<file path="src/rtl/sss_pkg.sv">
// ----------------------------------------------------------------------------
// sss_pkg
// Shared types and constants for the sweep stepper scheduler.
// ----------------------------------------------------------------------------
`default_nettype none

package sss_pkg;

    // Configuration register file addressing
    localparam int CFG_INDEX_WIDTH = 3;
    localparam int CFG_DATA_WIDTH  = 8;

    typedef enum logic [CFG_INDEX_WIDTH-1:0] {
        CFG_VISIBLE_PERIOD = 3'd0,
        CFG_HIDDEN_PERIOD  = 3'd1,
        CFG_VISIBLE_LIMIT  = 3'd2,
        CFG_HIDDEN_LIMIT   = 3'd3,
        CFG_MEASURE_INTV   = 3'd4
    } cfg_index_t;

    // Register reset values
    localparam logic [CFG_DATA_WIDTH-1:0] VISIBLE_PERIOD_RST = 8'd100;
    localparam logic [CFG_DATA_WIDTH-1:0] HIDDEN_PERIOD_RST  = 8'd10;
    localparam logic [CFG_DATA_WIDTH-1:0] VISIBLE_LIMIT_RST  = 8'd48;
    localparam logic [CFG_DATA_WIDTH-1:0] HIDDEN_LIMIT_RST   = 8'd48;
    localparam logic [CFG_DATA_WIDTH-1:0] MEASURE_INTV_RST   = 8'd10;

    // Four-phase coil drive sequence
    localparam logic [3:0] COIL_SEQ [4] = '{4'd3, 4'd6, 4'd12, 4'd9};
    localparam logic [3:0] COIL_RST     = 4'd3;

    typedef struct packed {
        logic [CFG_DATA_WIDTH-1:0] visible_step_period;
        logic [CFG_DATA_WIDTH-1:0] hidden_step_period;
        logic [CFG_DATA_WIDTH-1:0] visible_step_limit;
        logic [CFG_DATA_WIDTH-1:0] hidden_step_limit;
        logic [CFG_DATA_WIDTH-1:0] measure_interval;
    } cfg_t;

    typedef struct packed {
        logic [3:0] coil_pattern;
        logic       step_taken;
        logic       measure_request;
        logic [7:0] measure_index;
        logic       in_hidden_section;
    } result_t;

endpackage

`default_nettype wire

</file>
<file path="src/rtl/sweep_stepper_scheduler.sv">
// ----------------------------------------------------------------------------
// sweep_stepper_scheduler
// Four-phase stepper sweep sequencer with measurement request pacing.
// ----------------------------------------------------------------------------
//  channel  handshake             payload
//  -------  --------------------  ----------------------------------------
//  input    in_valid / in_ready   tick
//  output   out_valid / out_ready coil_pattern, step_taken, measure_request,
//                                 measure_index, in_hidden_section
//  config   cfg_valid / cfg_ready cfg_index (3b), cfg_data (8b)
//
//  One tick per cycle while in_ready is high; its result is registered in the
//  output register, or in the skid entry while a result is stalled. The step
//  logic is one pass between the state registers and the result register. The
//  skid entry lets one further tick be taken while a result is stalled;
//  in_ready drops only when both entries are full. Reset loads the register
//  defaults and the first coil pattern; cfg_ready is always high.
// ----------------------------------------------------------------------------
`default_nettype none

module sweep_stepper_scheduler
    import sss_pkg::*;
#(
    parameter int COUNT_WIDTH = 8
)
(
    input  wire logic                       clk,
    input  wire logic                       rst_n,
    input  wire logic                       in_valid,
    output logic                            in_ready,
    input  wire logic                       tick,
    output logic                            out_valid,
    input  wire logic                       out_ready,
    output logic [3:0]                      coil_pattern,
    output logic                            step_taken,
    output logic                            measure_request,
    output logic [7:0]                      measure_index,
    output logic                            in_hidden_section,
    input  wire logic                       cfg_valid,
    output logic                            cfg_ready,
    input  wire logic [CFG_INDEX_WIDTH-1:0] cfg_index,
    input  wire logic [CFG_DATA_WIDTH-1:0]  cfg_data
);

    cfg_t    cfg;
    result_t core_result;
    result_t out_data;
    logic    accept;

    assign cfg_ready = 1'b1;
    assign accept    = in_valid & in_ready;

    sss_cfg_regs u_cfg_regs (
        .clk      (clk),
        .rst_n    (rst_n),
        .wr_en    (cfg_valid),
        .wr_index (cfg_index),
        .wr_data  (cfg_data),
        .cfg      (cfg)
    );

    sss_core #(
        .COUNT_WIDTH (COUNT_WIDTH)
    ) u_core (
        .clk    (clk),
        .rst_n  (rst_n),
        .accept (accept),
        .tick   (tick),
        .cfg    (cfg),
        .result (core_result)
    );

    sss_out_buf u_out_buf (
        .clk        (clk),
        .rst_n      (rst_n),
        .push       (accept),
        .push_data  (core_result),
        .push_ready (in_ready),
        .out_valid  (out_valid),
        .out_ready  (out_ready),
        .out_data   (out_data)
    );

    assign coil_pattern      = out_data.coil_pattern;
    assign step_taken        = out_data.step_taken;
    assign measure_request   = out_data.measure_request;
    assign measure_index     = out_data.measure_index;
    assign in_hidden_section = out_data.in_hidden_section;

endmodule

`default_nettype wire

</file>
<file path="src/rtl/sss_cfg_regs.sv">
// ----------------------------------------------------------------------------
// sss_cfg_regs
// Configuration register file; writes to unknown indexes are dropped.
// ----------------------------------------------------------------------------
`default_nettype none

module sss_cfg_regs
    import sss_pkg::*;
(
    input  wire logic                       clk,
    input  wire logic                       rst_n,
    input  wire logic                       wr_en,
    input  wire logic [CFG_INDEX_WIDTH-1:0] wr_index,
    input  wire logic [CFG_DATA_WIDTH-1:0]  wr_data,
    output cfg_t                            cfg
);

    cfg_t cfg_reg;
    cfg_t cfg_next;

    // Decode the write transfer
    always_comb
    begin
        cfg_next = cfg_reg;
        if (wr_en)
        begin
            case (wr_index)
                CFG_VISIBLE_PERIOD: cfg_next.visible_step_period = wr_data;
                CFG_HIDDEN_PERIOD:  cfg_next.hidden_step_period  = wr_data;
                CFG_VISIBLE_LIMIT:  cfg_next.visible_step_limit  = wr_data;
                CFG_HIDDEN_LIMIT:   cfg_next.hidden_step_limit   = wr_data;
                CFG_MEASURE_INTV:   cfg_next.measure_interval    = wr_data;
                default:            cfg_next = cfg_reg;
            endcase
        end
    end

    always_ff @(posedge clk or negedge rst_n)
    begin
        if (!rst_n)
        begin
            cfg_reg.visible_step_period <= VISIBLE_PERIOD_RST;
            cfg_reg.hidden_step_period  <= HIDDEN_PERIOD_RST;
            cfg_reg.visible_step_limit  <= VISIBLE_LIMIT_RST;
            cfg_reg.hidden_step_limit   <= HIDDEN_LIMIT_RST;
            cfg_reg.measure_interval    <= MEASURE_INTV_RST;
        end
        else
        begin
            cfg_reg <= cfg_next;
        end
    end

    assign cfg = cfg_reg;

endmodule

`default_nettype wire

</file>
<file path="src/rtl/sss_core.sv">
// ----------------------------------------------------------------------------
// sss_core
// Sequencer state and single-pass step logic; one tick updated per transfer.
// ----------------------------------------------------------------------------
`default_nettype none

module sss_core
    import sss_pkg::*;
#(
    parameter int COUNT_WIDTH = 8
)
(
    input  wire logic clk,
    input  wire logic rst_n,
    input  wire logic accept,
    input  wire logic tick,
    input  cfg_t      cfg,
    output result_t   result
);

    logic [COUNT_WIDTH-1:0] tick_count_reg,    tick_count_next;
    logic [COUNT_WIDTH-1:0] step_count_reg,    step_count_next;
    logic [COUNT_WIDTH-1:0] measure_count_reg, measure_count_next;
    logic [1:0]             phase_index_reg,   phase_index_next;
    logic                   hidden_flag_reg,   hidden_flag_next;
    logic [7:0]             angle_index_reg,   angle_index_next;
    logic [3:0]             coil_reg,          coil_next;

    logic [COUNT_WIDTH-1:0] period;
    logic [COUNT_WIDTH-1:0] limit;
    logic [COUNT_WIDTH-1:0] interval;
    logic                   stepped;
    logic                   req;
    logic [7:0]             idx;

    // Select section timing and compute next state
    always_comb
    begin
        period   = hidden_flag_reg ? COUNT_WIDTH'(cfg.hidden_step_period)
                                   : COUNT_WIDTH'(cfg.visible_step_period);
        limit    = hidden_flag_reg ? COUNT_WIDTH'(cfg.hidden_step_limit)
                                   : COUNT_WIDTH'(cfg.visible_step_limit);
        interval = COUNT_WIDTH'(cfg.measure_interval);

        tick_count_next    = tick_count_reg;
        step_count_next    = step_count_reg;
        measure_count_next = measure_count_reg;
        phase_index_next   = phase_index_reg;
        hidden_flag_next   = hidden_flag_reg;
        angle_index_next   = angle_index_reg;
        coil_next          = coil_reg;
        stepped            = 1'b0;
        req                = 1'b0;
        idx                = '0;

        if (tick)
        begin
            if (tick_count_reg >= period)
            begin
                stepped          = 1'b1;
                tick_count_next  = '0;
                coil_next        = COIL_SEQ[phase_index_reg];
                phase_index_next = phase_index_reg + 2'd1;

                // Measurement pacing in the visible section
                if (!hidden_flag_reg)
                begin
                    if (measure_count_reg == interval)
                    begin
                        measure_count_next = '0;
                        req                = 1'b1;
                        idx                = angle_index_reg;
                        angle_index_next   = angle_index_reg + 8'd1;
                    end
                    else
                    begin
                        measure_count_next = measure_count_reg + COUNT_WIDTH'(1);
                    end
                end

                // Section switch at the step limit
                if (step_count_reg >= limit)
                begin
                    step_count_next = '0;
                    if (hidden_flag_reg)
                    begin
                        angle_index_next = '0;
                        hidden_flag_next = 1'b0;
                    end
                    else
                    begin
                        hidden_flag_next = 1'b1;
                    end
                end
                else
                begin
                    step_count_next = step_count_reg + COUNT_WIDTH'(1);
                end
            end
            else
            begin
                tick_count_next = tick_count_reg + COUNT_WIDTH'(1);
            end
        end
    end

    // Advance state on each input transfer
    always_ff @(posedge clk or negedge rst_n)
    begin
        if (!rst_n)
        begin
            tick_count_reg    <= '0;
            step_count_reg    <= '0;
            measure_count_reg <= '0;
            phase_index_reg   <= '0;
            hidden_flag_reg   <= 1'b0;
            angle_index_reg   <= '0;
            coil_reg          <= COIL_RST;
        end
        else if (accept)
        begin
            tick_count_reg    <= tick_count_next;
            step_count_reg    <= step_count_next;
            measure_count_reg <= measure_count_next;
            phase_index_reg   <= phase_index_next;
            hidden_flag_reg   <= hidden_flag_next;
            angle_index_reg   <= angle_index_next;
            coil_reg          <= coil_next;
        end
    end

    assign result.coil_pattern      = coil_next;
    assign result.step_taken        = stepped;
    assign result.measure_request   = req;
    assign result.measure_index     = idx;
    assign result.in_hidden_section = hidden_flag_next;

endmodule

`default_nettype wire

</file>
<file path="src/rtl/sss_out_buf.sv">
// ----------------------------------------------------------------------------
// sss_out_buf
// Result register with a skid entry, so one further input is taken during a stall.
// ----------------------------------------------------------------------------
`default_nettype none

module sss_out_buf
    import sss_pkg::*;
(
    input  wire logic clk,
    input  wire logic rst_n,
    input  wire logic push,
    input  result_t   push_data,
    output logic      push_ready,
    output logic      out_valid,
    input  wire logic out_ready,
    output result_t   out_data
);

    logic    out_valid_reg,  out_valid_next;
    logic    skid_valid_reg, skid_valid_next;
    result_t out_data_reg,   out_data_next;
    result_t skid_data_reg,  skid_data_next;
    logic    pop;

    assign pop = out_valid_reg & out_ready;

    // Route new results into the output or the skid entry
    always_comb
    begin
        out_valid_next  = out_valid_reg;
        skid_valid_next = skid_valid_reg;
        out_data_next   = out_data_reg;
        skid_data_next  = skid_data_reg;
        if (skid_valid_reg)
        begin
            if (pop)
            begin
                out_data_next   = skid_data_reg;
                skid_valid_next = 1'b0;
            end
        end
        else if (push)
        begin
            if (!out_valid_reg || pop)
            begin
                out_data_next  = push_data;
                out_valid_next = 1'b1;
            end
            else
            begin
                skid_data_next  = push_data;
                skid_valid_next = 1'b1;
            end
        end
        else if (pop)
        begin
            out_valid_next = 1'b0;
        end
    end

    always_ff @(posedge clk or negedge rst_n)
    begin
        if (!rst_n)
        begin
            out_valid_reg  <= 1'b0;
            skid_valid_reg <= 1'b0;
        end
        else
        begin
            out_valid_reg  <= out_valid_next;
            skid_valid_reg <= skid_valid_next;
        end
    end

    // Payload holds carry no reset
    always_ff @(posedge clk)
    begin
        out_data_reg  <= out_data_next;
        skid_data_reg <= skid_data_next;
    end

    assign push_ready = ~skid_valid_reg;
    assign out_valid  = out_valid_reg;
    assign out_data   = out_data_reg;

endmodule

`default_nettype wire

</file>
<file path="config.mk">
export PLATFORM = sky130hd
export DESIGN_NAME = sweep_stepper_scheduler
export DESIGN_NICKNAME = d
export VERILOG_FILES = /design/src/rtl/sss_pkg.sv /design/src/rtl/sweep_stepper_scheduler.sv /design/src/rtl/sss_cfg_regs.sv /design/src/rtl/sss_core.sv /design/src/rtl/sss_out_buf.sv
export SDC_FILE = /design/constraint.sdc
export NUM_CORES = 1
export LEC_CHECK = 0
export ABC_AREA = 1
export BUFFER_PORTS_ARGS = -buffer_cell sky130_fd_sc_hd__buf_2
export CAP_MARGIN = 10
export CORE_MARGIN = 4
export CORE_UTILIZATION = 60
export DETAILED_ROUTE_END_ITERATION = 8
export PLACE_DENSITY_LB_ADDON = 0.12
export SLEW_MARGIN = 20
export SYNTH_ARGS = -nofsm -noshare
export SYNTH_HDL_FRONTEND = slang
export SYNTH_SLANG_ARGS = --single-unit
</file>
<file path="constraint.sdc">
create_clock -name clk -period 3.4 [get_ports clk]
set_clock_uncertainty 0.1 [all_clocks]
set_input_delay 0.17 -clock clk [delete_from_list [all_inputs] [get_ports clk]]
set_output_delay 0.17 -clock clk [all_outputs]
set_load 0.1 [all_outputs]
</file>
==> summary.md <==
| Metric | Value |
|---|---|
| Worst setup margin | `600 ps` |
| Share of layout cells above drive strength 1 | `15.9%` |
| HPWL Detailed | `8130 um` |
| Fin util | `66.9%` |
| CTS Sinks | `111` |
| Prevailing post-synth register cell | `dfrtp_1` |
| Layout net count | `692` |
| Ports | `35` |
| Placed inst area | `5960 sq um` |
| Worst Path Class, Setup | `reg -> reg` |
| Initial Utilization | `61.6%` |
| First-pass GRT wire length | `19,300 um` |
| Core footprint | `9240 sq um` |
| CP Cell Sequence | `buf_4, mux2i_1, ha_1, nand2_1, nand3_1, nand2_1, nand2_1, a21oi_2, inv_1, nand3_1, nand2_1, nand2_1, nand2_1` |
| Gate Count Post-Synth | `622` |
| CP max-delay cell | `dfrtp_1` |
| CTS root buffer | `clkbuf_8` |
| Number of flip-flops under the largest register name | `40` |
| Cell depth of the worst setup path | `13` |
| CTS buffer count | `9` |
| IO buf count | `33` |
| Worst-path maximum fanout | `10` |
| Worst slew margin | `51.0%` |
| Area grow syn2layout | `8.53%` |
| Synth cell types | `46` |
| Post-Layout Inst Area | `6180 sq um` |
| Placed Cells | `770` |
| Pwr/cell area | `820 nW/um^2` |
| Clk slew on worst S/H paths | `110 ps` |
| Final period utilization | `82.3%` |
| Required time of the critical path | `3440 ps` |
| Post_cts resized | `0` |
| Most frequent cells in the layout | `nand2_1 (160), dfrtp_1 (68), inv_1 (59)` |
| CTS tree | `yes` |
| Post-route minimum period | `2800 ps` |
| R2R depth | `13` |
| Synth area leaders | `dfrtp_1 (30%), edfxtp_1 (16%), nand2_1 (11%)` |
| EDFF count, synth | `30` |
| Rows | `35` |
| GP Congestion | `0.839` |
| Drt total wl | `11,300 um` |
| WHS | `14.0 ps` |
| Leak | `3.02 nW` |
| Register area share after synthesis | `51.7%` |
| Width of the die | `105 um` |
| Die Y | `105 um` |
| Max-Cap Viols | `0` |
| Pins Over Slew Limit | `0` |
| Drc violations | `0` |
| Largest buffer count on any clock path | `2` |
| Outcome | `complete, no violations` |
| Later-pin clock latency in the skew report | `380 ps` |
| Pwr Total | `5.06 mW` |
| Final ANT Viol Nets | `0` |
| Via density | `5.27` |
| GRT overflow | `0` |
| Syn nets | `660` |
| Hold Violations, Final | `0` |
| CP Launch Type | `flop` |
| Diode count | `0` |
| Cell Area, Synth | `5690 sq um` |
| Area leader, netlist | `dfrtp_1` |
| Synth top area share | `29.9%` |
| DR iter-0 viols | `250` |
| #FFs+latches synth | `111` |
| Largest net degree at the start of global routing | `82` |
| Drt wl/cell | `14.3 um` |
| Most frequent CP cell | `nand2_1` |
| GRT Util Overall | `21.5%` |
| CP Buf/Inv Count | `2` |
| Setup TNS Final | `0 ps` |
| Vias | `4,152` |
| Worst path max stage delay | `640 ps` |
| Warnings, synthesis | `0` |
| Ys async rst share | `73.0%` |
| Crit-path leading delay family | `flip-flops` |
| RSZ-0062 raised after global routing | `false` |
| Most common cell after layout, fill and taps aside | `nand2_1` |
| Mean post-synth cell area | `9.15 sq um` |
| Die area | `11,100 sq um` |
| Initial antenna violation count | `0` |
| Worst vdd rail ir drop | `499 uV` |
| Max frequency | `357 MHz` |
| Post-Layout Cell Count | `788` |
| Post-Place Worst Slack | `618 ps` |
| Critical Path AT | `2840 ps` |
| Vias in the first global route | `3,996` |
| Worst Hold Class | `in -> reg` |
| Worst-margin pin slew | `736 ps` |
| Hold path depth | `3` |
| CTS H-tree lvls | `3` |
| CP endpoint kind | `flop` |
| Number of iterations in the first detailed-routing pass | `5` |
| Final Setup Violations | `0` |
kinds of logic after synthesis:
family	share of synthesized area [%]
buf+inv	6.09
simple gates	22.2
compound gates	9.82
xor+xnor	3.08
fa+ha+maj	4.62
flops	51.7
mux	2.46
other cells	0.0659
final timing paths:
check	from	endpoint	slack, ps
setup / recovery	u_core.hidden_flag_reg	u_out_buf.out_data[0]	600
hold / removal	cfg_data[6]	u_cfg_regs.cfg[38]	10
setup reg to reg	u_core.hidden_flag_reg	u_out_buf.out_data[0]	600
hold reg to reg	u_cfg_regs.cfg[31]	u_cfg_regs.cfg[31]	390
max in group asynchronous	rst_n	u_core.angle_index_reg[0]	2410
min in group asynchronous	rst_n	u_cfg_regs.cfg[30]	290
report_power, final:
group / total (mW) / switching [mW] / internal (mW) / leakage [nW]
Sequential: 2.10 / 0.293 / 1.81 / 1.27
Clock: 0.803 / 0.461 / 0.342 / 0.0956
Combinational: 2.16 / 1.58 / 0.575 / 1.65
Total: 5.06 / 2.34 / 2.73 / 3.02
worst min-delay path: cells and delay by family:
| kind | cells | cell delay [ps] |
|---|---|---|
| AO/OA/AOI/OAI | 1 | 110 |
| buffers and inverters | 2 | 220 |
Yosys cell counts, types with 4 or more instances:
library cell and count:
dfrtp_1 68, inv_1 59, dfstp_2 13, a21oi_1 22
xnor2_1 10, nor2_4 4, o31ai_1 4, ha_1 21
edfxtp_1 30, mux2i_1 14, nor2_1 42, nor3_1 6
nand3_2 4, nand3_1 26, o21ai_1 4, xor2_1 10
clkbuf_1 8, nand2_2 6, nand4_1 5, nand2_1 160
buf_2 6, o21ai_0 57
metal layers:
metal | vias up | wire length (um) | part of all wire [%] | track usage, %
met5 | - | 0 | 0 | 0
met4 | 0 | 155 | 1.4 | 6.00
met3 | 16 | 432 | 3.8 | 3.49
met2 | 84 | 5480 | 49 | 36.3
met1 | 1949 | 5200 | 46 | 28.8
li1 | 2103 | - | - | -
final cells by class:
type                    instances  area, sq um
fillers                       774         3060
flip-flops and latches        111         2940
multi-input cells             428         2400
inverters                      64          245
repair buffers                 40          229
well taps                     129          161
clock buffers                   9          124
clock inverters                 7         72.6
timing repair:
action	4_1_cts	5_1_grt
hold endpoints to repair	69	0
buffers inserted	0	0
hold buffers	2	0
Power figures use the tool's default switching activity.
